--- config.mk ---
export PLATFORM = sky130hd
export DESIGN_NAME = hangar_door_flow_sequencer
export DESIGN_NICKNAME = d
export VERILOG_FILES = /design/src/hw/rtl/hdfs_pkg.sv /design/src/hw/rtl/hdfs_cfg_regs.sv /design/src/hw/rtl/hdfs_step.sv /design/src/hw/rtl/hangar_door_flow_sequencer.sv
export VERILOG_INCLUDE_DIRS = /design/src /design/src/hw/rtl
export SDC_FILE = /design/constraint.sdc
export NUM_CORES = 1
export LEC_CHECK = 0
export ABC_AREA = 1
export BUFFER_PORTS_ARGS = -buffer_cell sky130_fd_sc_hd__buf_2
export CAP_MARGIN = 15
export CORE_ASPECT_RATIO = 1.1
export CORE_MARGIN = 2
export CORE_UTILIZATION = 30
export CTS_BUF_LIST = sky130_fd_sc_hd__clkbuf_4 sky130_fd_sc_hd__clkbuf_8
export DETAILED_ROUTE_END_ITERATION = 8
export GPL_TIMING_DRIVEN = 0
export HOLD_SLACK_MARGIN = 0.08
export PLACE_DENSITY_LB_ADDON = 0.2
export SLEW_MARGIN = 10
export SYNTH_ARGS = -nofsm -noshare
export SYNTH_HDL_FRONTEND = slang
export SYNTH_SLANG_ARGS = --single-unit
--- constraint.sdc ---
create_clock -name clk_i -period 5.2 [get_ports clk_i]
set_clock_uncertainty 0.1 [all_clocks]
set_input_delay 0.78 -clock clk_i [delete_from_list [all_inputs] [get_ports clk_i]]
set_output_delay 0.78 -clock clk_i [all_outputs]
set_load 0.02 [all_outputs]
--- src/hw/rtl/hangar_door_flow_sequencer_defines.svh ---
// ---------------------------------------------------------------------------
// Hangar door flow sequencer assertion macros
// Concurrent check wrappers; compiled out when NO_ASSERTIONS is set.
// ---------------------------------------------------------------------------
`ifndef HANGAR_DOOR_FLOW_SEQUENCER_DEFINES_SVH
`define HANGAR_DOOR_FLOW_SEQUENCER_DEFINES_SVH

`ifndef NO_ASSERTIONS

// Same-cycle implication.
`define HDFS_ASSERT_SAME(lbl, clk, rst_n, ante, cons, msg) \
  lbl: assert property (@(posedge clk) disable iff (!rst_n) (ante) |-> (cons)) \
    else $error(msg);

// Next-cycle implication.
`define HDFS_ASSERT_NEXT(lbl, clk, rst_n, ante, cons, msg) \
  lbl: assert property (@(posedge clk) disable iff (!rst_n) (ante) |=> (cons)) \
    else $error(msg);

`else

`define HDFS_ASSERT_SAME(lbl, clk, rst_n, ante, cons, msg)
`define HDFS_ASSERT_NEXT(lbl, clk, rst_n, ante, cons, msg)

`endif

`endif

--- src/hw/rtl/hdfs_pkg.sv ---
// ---------------------------------------------------------------------------
// Hangar door flow sequencer package
// Flow states, command codes, register map and configuration bundle.
// ---------------------------------------------------------------------------
`default_nettype none

package hdfs_pkg;

  // Flow states as reported on the result channel.
  typedef enum logic [2:0] {
    ST_INSIDE  = 3'd0,
    ST_TAKEOFF = 3'd1,
    ST_OUT     = 3'd2,
    ST_LANDING = 3'd3,
    ST_FORCED  = 3'd4
  } flow_state_e;

  // User command codes; the first code means no command.
  typedef enum logic [1:0] {
    CMD_NONE    = 2'd0,
    CMD_TAKEOFF = 2'd1,
    CMD_LANDING = 2'd2,
    CMD_UNUSED  = 2'd3
  } user_cmd_e;

  // Configuration register map.
  typedef enum logic [1:0] {
    REG_FAR_THRESHOLD  = 2'd0,
    REG_NEAR_THRESHOLD = 2'd1,
    REG_OUT_DWELL      = 2'd2,
    REG_IN_DWELL       = 2'd3
  } cfg_reg_e;

  localparam int unsigned THRESH_W   = 16;
  localparam int unsigned DWELL_W    = 32;
  localparam int unsigned CFG_DATA_W = 32;
  localparam int unsigned CFG_IDX_W  = 2;

  localparam logic [THRESH_W-1:0] FAR_THRESHOLD_RST  = 16'd1000;
  localparam logic [THRESH_W-1:0] NEAR_THRESHOLD_RST = 16'd200;
  localparam logic [DWELL_W-1:0]  OUT_DWELL_RST      = 32'd3000;
  localparam logic [DWELL_W-1:0]  IN_DWELL_RST       = 32'd3000;

  typedef struct packed {
    logic [THRESH_W-1:0] far_threshold_mm;
    logic [THRESH_W-1:0] near_threshold_mm;
    logic [DWELL_W-1:0]  out_dwell_ms;
    logic [DWELL_W-1:0]  in_dwell_ms;
  } hdfs_cfg_t;

endpackage

`default_nettype wire

--- src/hw/rtl/hdfs_cfg_regs.sv ---
// ---------------------------------------------------------------------------
// Hangar door flow sequencer configuration registers
// Write-only threshold and dwell registers with their reset values.
// ---------------------------------------------------------------------------
`default_nettype none

module hdfs_cfg_regs (
  input  wire logic                                  clk_i,
  input  wire logic                                  rst_ni,
  input  wire logic                                  cfg_we_i,
  input  wire logic [hdfs_pkg::CFG_IDX_W-1:0]        cfg_idx_i,
  input  wire logic [hdfs_pkg::CFG_DATA_W-1:0]       cfg_data_i,
  output hdfs_pkg::hdfs_cfg_t                        cfg_o
);

  hdfs_pkg::hdfs_cfg_t cfg_q;
  hdfs_pkg::hdfs_cfg_t cfg_d;

  always_comb begin
    cfg_d = cfg_q;
    if (cfg_we_i) begin
      case (hdfs_pkg::cfg_reg_e'(cfg_idx_i))
        hdfs_pkg::REG_FAR_THRESHOLD: begin
          cfg_d.far_threshold_mm = cfg_data_i[hdfs_pkg::THRESH_W-1:0];
        end
        hdfs_pkg::REG_NEAR_THRESHOLD: begin
          cfg_d.near_threshold_mm = cfg_data_i[hdfs_pkg::THRESH_W-1:0];
        end
        hdfs_pkg::REG_OUT_DWELL: begin
          cfg_d.out_dwell_ms = cfg_data_i[hdfs_pkg::DWELL_W-1:0];
        end
        hdfs_pkg::REG_IN_DWELL: begin
          cfg_d.in_dwell_ms = cfg_data_i[hdfs_pkg::DWELL_W-1:0];
        end
        default: begin
          cfg_d = cfg_q;
        end
      endcase
    end
  end

  always_ff @(posedge clk_i or negedge rst_ni) begin
    if (!rst_ni) begin
      cfg_q.far_threshold_mm  <= hdfs_pkg::FAR_THRESHOLD_RST;
      cfg_q.near_threshold_mm <= hdfs_pkg::NEAR_THRESHOLD_RST;
      cfg_q.out_dwell_ms      <= hdfs_pkg::OUT_DWELL_RST;
      cfg_q.in_dwell_ms       <= hdfs_pkg::IN_DWELL_RST;
    end else begin
      cfg_q <= cfg_d;
    end
  end

  assign cfg_o = cfg_q;

endmodule

`default_nettype wire

--- src/hw/rtl/hdfs_step.sv ---
// ---------------------------------------------------------------------------
// Hangar door flow sequencer step logic
// Next flow state, dwell flag and dwell stamp for one task tick.
// ---------------------------------------------------------------------------
`default_nettype none

module hdfs_step #(
  parameter int unsigned DIST_BITS = 16,
  parameter int unsigned TIME_BITS = 32
) (
  input  wire hdfs_pkg::flow_state_e   state_i,
  input  wire logic                    armed_i,
  input  wire logic [TIME_BITS-1:0]    start_i,
  input  wire hdfs_pkg::hdfs_cfg_t     cfg_i,
  input  wire logic                    drone_present_i,
  input  wire logic                    alarm_active_i,
  input  wire logic [1:0]              user_command_i,
  input  wire logic [DIST_BITS-1:0]    distance_mm_i,
  input  wire logic [TIME_BITS-1:0]    now_ms_i,
  output hdfs_pkg::flow_state_e        state_o,
  output logic                         armed_o,
  output logic [TIME_BITS-1:0]         start_o
);

  logic [31:0]          far_ext;
  logic [31:0]          near_ext;
  logic [DIST_BITS-1:0] far_t;
  logic [DIST_BITS-1:0] near_t;
  logic [TIME_BITS-1:0] out_dwell;
  logic [TIME_BITS-1:0] in_dwell;
  logic [TIME_BITS-1:0] elapsed;
  logic [TIME_BITS-1:0] dwell_sel;
  logic                 is_far;
  logic                 is_near;
  logic                 qual_on;
  logic                 cond;
  hdfs_pkg::flow_state_e done_state;
  hdfs_pkg::user_cmd_e   cmd;

  assign far_ext   = 32'(cfg_i.far_threshold_mm);
  assign near_ext  = 32'(cfg_i.near_threshold_mm);
  assign far_t     = far_ext[DIST_BITS-1:0];
  assign near_t    = near_ext[DIST_BITS-1:0];
  assign out_dwell = cfg_i.out_dwell_ms[TIME_BITS-1:0];
  assign in_dwell  = cfg_i.in_dwell_ms[TIME_BITS-1:0];
  assign elapsed   = now_ms_i - start_i;
  assign is_far    = distance_mm_i > far_t;
  assign is_near   = distance_mm_i < near_t;
  assign cmd       = hdfs_pkg::user_cmd_e'(user_command_i);

  always_comb begin
    state_o    = state_i;
    armed_o    = armed_i;
    start_o    = start_i;
    qual_on    = 1'b0;
    cond       = 1'b0;
    dwell_sel  = out_dwell;
    done_state = hdfs_pkg::ST_OUT;

    case (state_i)
      hdfs_pkg::ST_INSIDE: begin
        if (drone_present_i && !alarm_active_i && (cmd == hdfs_pkg::CMD_TAKEOFF)) begin
          state_o = hdfs_pkg::ST_TAKEOFF;
        end
      end
      hdfs_pkg::ST_TAKEOFF: begin
        if (alarm_active_i) begin
          state_o = hdfs_pkg::ST_FORCED;
        end
        qual_on = 1'b1;
        cond    = is_far;
      end
      hdfs_pkg::ST_OUT: begin
        if (cmd == hdfs_pkg::CMD_LANDING) begin
          state_o = hdfs_pkg::ST_LANDING;
        end
      end
      hdfs_pkg::ST_LANDING: begin
        if (alarm_active_i) begin
          state_o = hdfs_pkg::ST_FORCED;
        end
        qual_on    = 1'b1;
        cond       = is_near;
        dwell_sel  = in_dwell;
        done_state = hdfs_pkg::ST_INSIDE;
      end
      hdfs_pkg::ST_FORCED: begin
        qual_on = 1'b1;
        if (is_far) begin
          cond = 1'b1;
        end else if (is_near) begin
          cond       = 1'b1;
          dwell_sel  = in_dwell;
          done_state = hdfs_pkg::ST_INSIDE;
        end
      end
      default: begin
        qual_on = 1'b0;
      end
    endcase

    // Shared dwell qualifier: arm stamps, completion overrides any alarm choice.
    if (qual_on) begin
      if (!cond) begin
        armed_o = 1'b1;
      end else if (armed_i) begin
        start_o = now_ms_i;
        armed_o = 1'b0;
      end else if (elapsed > dwell_sel) begin
        armed_o = 1'b1;
        state_o = done_state;
      end
    end
  end

endmodule

`default_nettype wire

--- src/hw/rtl/hangar_door_flow_sequencer.sv ---
// ---------------------------------------------------------------------------
// Hangar door flow sequencer
// Five-state drone hangar flow control, one task tick per request.
// ---------------------------------------------------------------------------
//
//  Channel   Handshake                       Payload
//  --------  ------------------------------  ---------------------------------
//  tick in   in_valid_i / in_ready_o         drone_present, alarm_active,
//                                            user_command, distance_mm, now_ms
//  state out out_valid_o / out_ready_i       flow_state
//  config    cfg_we_i (no wait)              cfg_idx_i, cfg_data_i
//
//  Each request is held in the input register, then its next state is
//  computed and written to the state and result registers; one request per
//  cycle is sustained while the consumer keeps taking results.
//  The input register frees up in the same cycle the result register drains,
//  so one request can wait while a result is held by a stalled consumer.
//  Reset clears the flow state to inside, arms the dwell timer, zeroes its
//  stamp and loads the default thresholds and dwell times. No clearing pass.
//
`default_nettype none

module hangar_door_flow_sequencer #(
  parameter int unsigned DIST_BITS = 16,
  parameter int unsigned TIME_BITS = 32
) (
  input  wire logic                              clk_i,
  input  wire logic                              rst_ni,
  // tick requests
  input  wire logic                              in_valid_i,
  output logic                                   in_ready_o,
  input  wire logic                              drone_present_i,
  input  wire logic                              alarm_active_i,
  input  wire logic [1:0]                        user_command_i,
  input  wire logic [DIST_BITS-1:0]              distance_mm_i,
  input  wire logic [TIME_BITS-1:0]              now_ms_i,
  // state results
  output logic                                   out_valid_o,
  input  wire logic                              out_ready_i,
  output logic [2:0]                             flow_state_o,
  // configuration writes
  input  wire logic                              cfg_we_i,
  input  wire logic [hdfs_pkg::CFG_IDX_W-1:0]    cfg_idx_i,
  input  wire logic [hdfs_pkg::CFG_DATA_W-1:0]   cfg_data_i
);

`include "hangar_door_flow_sequencer_defines.svh"

  hdfs_pkg::hdfs_cfg_t cfg;

  // Input register
  logic                 in_valid_q;
  logic                 present_q;
  logic                 alarm_q;
  logic [1:0]           cmd_q;
  logic [DIST_BITS-1:0] dist_q;
  logic [TIME_BITS-1:0] now_q;

  // Sequencer state
  hdfs_pkg::flow_state_e state_q;
  hdfs_pkg::flow_state_e state_d;
  logic                  armed_q;
  logic                  armed_d;
  logic [TIME_BITS-1:0]  start_q;
  logic [TIME_BITS-1:0]  start_d;

  // Result register
  logic       out_valid_q;
  logic [2:0] flow_state_q;

  logic fire;
  logic in_take;

  hdfs_cfg_regs u_cfg (
    .clk_i      (clk_i),
    .rst_ni     (rst_ni),
    .cfg_we_i   (cfg_we_i),
    .cfg_idx_i  (cfg_idx_i),
    .cfg_data_i (cfg_data_i),
    .cfg_o      (cfg)
  );

  hdfs_step #(
    .DIST_BITS (DIST_BITS),
    .TIME_BITS (TIME_BITS)
  ) u_step (
    .state_i         (state_q),
    .armed_i         (armed_q),
    .start_i         (start_q),
    .cfg_i           (cfg),
    .drone_present_i (present_q),
    .alarm_active_i  (alarm_q),
    .user_command_i  (cmd_q),
    .distance_mm_i   (dist_q),
    .now_ms_i        (now_q),
    .state_o         (state_d),
    .armed_o         (armed_d),
    .start_o         (start_d)
  );

  // Advance a held request when the result slot is empty or draining.
  assign fire       = in_valid_q && (!out_valid_q || out_ready_i);
  assign in_ready_o = !in_valid_q || fire;
  assign in_take    = in_valid_i && in_ready_o;

  always_ff @(posedge clk_i or negedge rst_ni) begin
    if (!rst_ni) begin
      in_valid_q <= 1'b0;
    end else if (in_take) begin
      in_valid_q <= 1'b1;
    end else if (fire) begin
      in_valid_q <= 1'b0;
    end
  end

  // Payload needs no reset; load on accept only.
  always_ff @(posedge clk_i) begin
    if (in_take) begin
      present_q <= drone_present_i;
      alarm_q   <= alarm_active_i;
      cmd_q     <= user_command_i;
      dist_q    <= distance_mm_i;
      now_q     <= now_ms_i;
    end
  end

  // Commit the step only when its result can be stored.
  always_ff @(posedge clk_i or negedge rst_ni) begin
    if (!rst_ni) begin
      state_q <= hdfs_pkg::ST_INSIDE;
      armed_q <= 1'b1;
      start_q <= '0;
    end else if (fire) begin
      state_q <= state_d;
      armed_q <= armed_d;
      start_q <= start_d;
    end
  end

  always_ff @(posedge clk_i or negedge rst_ni) begin
    if (!rst_ni) begin
      out_valid_q <= 1'b0;
    end else if (fire) begin
      out_valid_q <= 1'b1;
    end else if (out_ready_i) begin
      out_valid_q <= 1'b0;
    end
  end

  always_ff @(posedge clk_i) begin
    if (fire) begin
      flow_state_q <= state_d;
    end
  end

  assign out_valid_o  = out_valid_q;
  assign flow_state_o = flow_state_q;

  // The input side only stalls behind a full, stalled result slot.
  `HDFS_ASSERT_SAME(a_stall_cause, clk_i, rst_ni, !in_ready_o,
    in_valid_q && out_valid_q && !out_ready_i, "input stalled without a held result")

  // State moves only when a request is committed.
  `HDFS_ASSERT_NEXT(a_state_hold, clk_i, rst_ni, !fire, $stable(state_q),
    "flow state changed without a request")

  // A committed request shows its new state on the result channel.
  `HDFS_ASSERT_NEXT(a_result_match, clk_i, rst_ni, fire,
    out_valid_q && (flow_state_q == state_q), "result does not match committed state")

  // The dwell timer is only ever running in take-off, landing or forced closing.
  `HDFS_ASSERT_SAME(a_armed_states, clk_i, rst_ni, !armed_q,
    (state_q == hdfs_pkg::ST_TAKEOFF) || (state_q == hdfs_pkg::ST_LANDING) ||
    (state_q == hdfs_pkg::ST_FORCED), "dwell timer running while parked")

endmodule

`default_nettype wire
==> metrics.cfg <==
[floorplan]
io_pins=96
start_util=0.302
die_w_um=185
fp.dieH_um=203
dieArea_sq_um=37700
core_area_sq_um=35900
num_rows=73

[synth]
yosysTopAreaCell=dfrtp_1
synthCells=1268
ys_ff_latch=189
ys_top_cells_by_area=dfrtp_1 25%, edfxtp_1 15%, ha_1 11%, nand2_1 9.7%, o21ai_0 7.1%
synth_edf_count=55
yosys.cell_types.count=39
yosysWarnings=0
ys.flop_type=dfrtp_1
synth_top_area_frac=0.254
syn_nets=1454
syn_area_sq_um=10800
syn_area_per_cell_sq_um=8.55
yosysSeqAreaShare=0.464
async_flop_share=0.709

[power]
pwr-share-seq=0.327
pwr-share-comb=0.514
pwr-share-clk=0.159
swShare=0.442
p_sw_mw=2.70
internal_power_mw=3.41
total_power_mw=6.11
peakVddDrop_mv=0.199
cellLeakagePower_nw=5.94
power_density_nw_per_um2=493

[worst_setup_path]
cp-start-kind=flop
crit_buf_inv=3
cp_common_cell=nand2_1
worstSetupEndpointType=flop
crit_family=simple AND/OR/NAND/NOR gates
critPathMaxStageDelay_ps=550
worstPathRequired_ps=5350
path_class=flop to flop
arrival_ps=4350
r2r-start=u_cfg.cfg_o[83]$_DFFE_PN1P_
critPathSlowestCell=dfstp_2
cp_max_fo=10
startpoint=u_cfg.cfg_o[83]$_DFFE_PN1P_

[clocking]
clk-insertion-delay-late_ps=510
post_cts_buffers=0
clockBufferDepth=2
cts.sinks=189
cts-buffers-inserted=17
cts_tree=yes
root_buffer=clkbuf_8
cts_max_level=4
clk_pin_slew_ps=110

[timing]
fin_crit_ps=4200
timing.final.crit_share=0.808
rsz0062_at_grt=false
relSlewSlack=0.576
worst_slack_ps=999
tightest_slew_ps=634
slew_viol_final=0
setup_tns_ps=0
hold_viol=0
max_freq_mhz=238
setup_viol=0

[placed_design]
globalplace.congestion=0.829
dp.cells=1852
port_buffers=95
post-place-ws_ps=919
place_hpwl_um=20500

[route]
vias_per_cell=4.50
first_pass_iters=4
drc=0
drtIter0Drc=396
ant_nets=0
drt-wirelength-per-cell_um=14.3
vias=8485
wirelength_um=27000

[status]
status=finished, final reports clean

[layout]
diodes=0
drive_gt1_frac=0.153
final_nets=1571
syn_to_final_growth_pct=14.2
finalNonFillerCells=1885

[global_routing]
grt.total_usage=0.151
grt_pass1_wl_um=44400
grt-ovfl-total=0
first_global_vias=8579
grt_start_max_net_pins=105
antenna_found_initial=0

[run]
maxCapViolCount=0

[hold_path]
hp-class=input pin to flop
min_from=distance_mm_i[4]

==> power groups by stage <==
stage	logic [mW]	clock network (mW)	registers, mW
6_report	3.14	0.974	2.00
5_1_grt	3.68	1.08	2.03
4_1_cts	3.19	1.02	2.00
3_5_place_dp	3.17	0	2.02
3_3_place_gp	3.10	0	2.02
2_1_floorplan	2.40	0	1.99
==> cells in the final DEF (no fill, tap or decap), types with 2 or more instances in the layout <==
cell type	synthesis	routed
nand3_1	27	27
a31oi_1	3	3
nor4_1	3	3
nand4_1	6	6
nor3_1	7	7
ha_1	94	94
o21ai_0	154	154
inv_6	0	3
nand2_1	281	281
and2_1	2	2
clkinv_4	0	3
clkbuf_1	21	21
dfrtp_1	110	110
buf_6	6	6
inv_8	0	4
nand3b_1	12	12
clkbuf_8	0	17
inv_2	8	9
a21oi_2	31	31
edfxtp_1	55	55
o211ai_1	2	2
o21ai_1	15	15
xor2_1	19	19
dfstp_2	24	24
xnor2_1	10	10
o21bai_1	4	4
nor2_1	82	82
buf_2	8	102
o21a_1	4	4
inv_1	172	171
a21o_1	4	4
clkinv_8	0	2
a21oi_1	93	93
==> state kept, by name, summed over array words and instances, names as in the netlist <==
name          flops
present_q         1
out_valid_o       1
now_q            32
alarm_q           1
dist_q           16
state_q           3
start_q          32
flow_state_o      3
cmd_q             2
in_valid_q        1
armed_q           1
u_cfg.cfg_o      96
==> cell type report <==
cell class,instances,area (sq um)
multi-input cells,863,4940
plain buffers,36,190
fillers,3790,23500
clock buffers,17,234
clock inverters,15,149
repair buffers,98,543
well taps,487,609
inverters,180,676
flip-flops and latches,189,5030
==> repair_timing <==
item	4_1_cts	5_1_grt
hold buffers	1	0
resized for setup	0	0
endpoints found under the hold margin	30	0
==> routing by layer <==
layer  up-vias  part of all wire  track usage
met4         0             0.011       0.0354
met1      3955              0.47        0.197
met3        15             0.030       0.0277
met2       113              0.49        0.259
li1       4402                 -            -
met5         -                 0            0
==> cells in the mapped netlist, drive strengths merged (4+ instances only) <==
master / n
nand2: 282
inv: 180
o21ai: 169
a21oi: 125
dfrtp: 110
ha: 94
nor2: 84
edfxtp: 55
nand3: 28
dfstp: 24
clkbuf: 21
xor2: 19
buf: 15
nand3b: 12
xnor2: 10
nor3: 7
nand4: 6
a21o: 4
nor4: 4
o21a: 4
o21bai: 4
==> stage by stage <==
step	utilization	area [sq um]	hold slack, ps
after floorplan	-	10800	348
after global placement	0.332	11900	361
after detailed placement	0.334	12000	368
after CTS	0.345	12400	295
after global routing	0.345	12400	304
final	0.345	12400	348
==> cell families (layout without fill, tap and decap cells) <==
logic type	count (synthesis)	after routing	synth area share
AO/OA/AOI/OAI	314	314	0.161
buffers and inverters	216	346	0.0799
adder cells (fa/ha/maj)	95	95	0.110
XOR/XNOR	29	29	0.0234
AND/OR/NAND/NOR	425	425	0.161
flip-flops	189	189	0.464
==> worst paths after layout <==
path | end | slack [ps] | depth (start not counted)
worst max-delay path | flow_state_o[1]$_DFFE_PP_ | 1000 | 28
min in group asynchronous | start_q[29]$_DFFE_PN0P_ | 630 | 2
worst max register to register | flow_state_o[1]$_DFFE_PP_ | 1000 | 28
max in group asynchronous | armed_q$_DFFE_PN1P_ | 3550 | 3
worst min register to register | u_cfg.cfg_o[50]$_DFFE_PN0P_ | 390 | 2
worst min-delay path | dist_q[4]$_DFFE_PP_ | 350 | 1
Note: power is estimated with default switching activity, not from simulation.
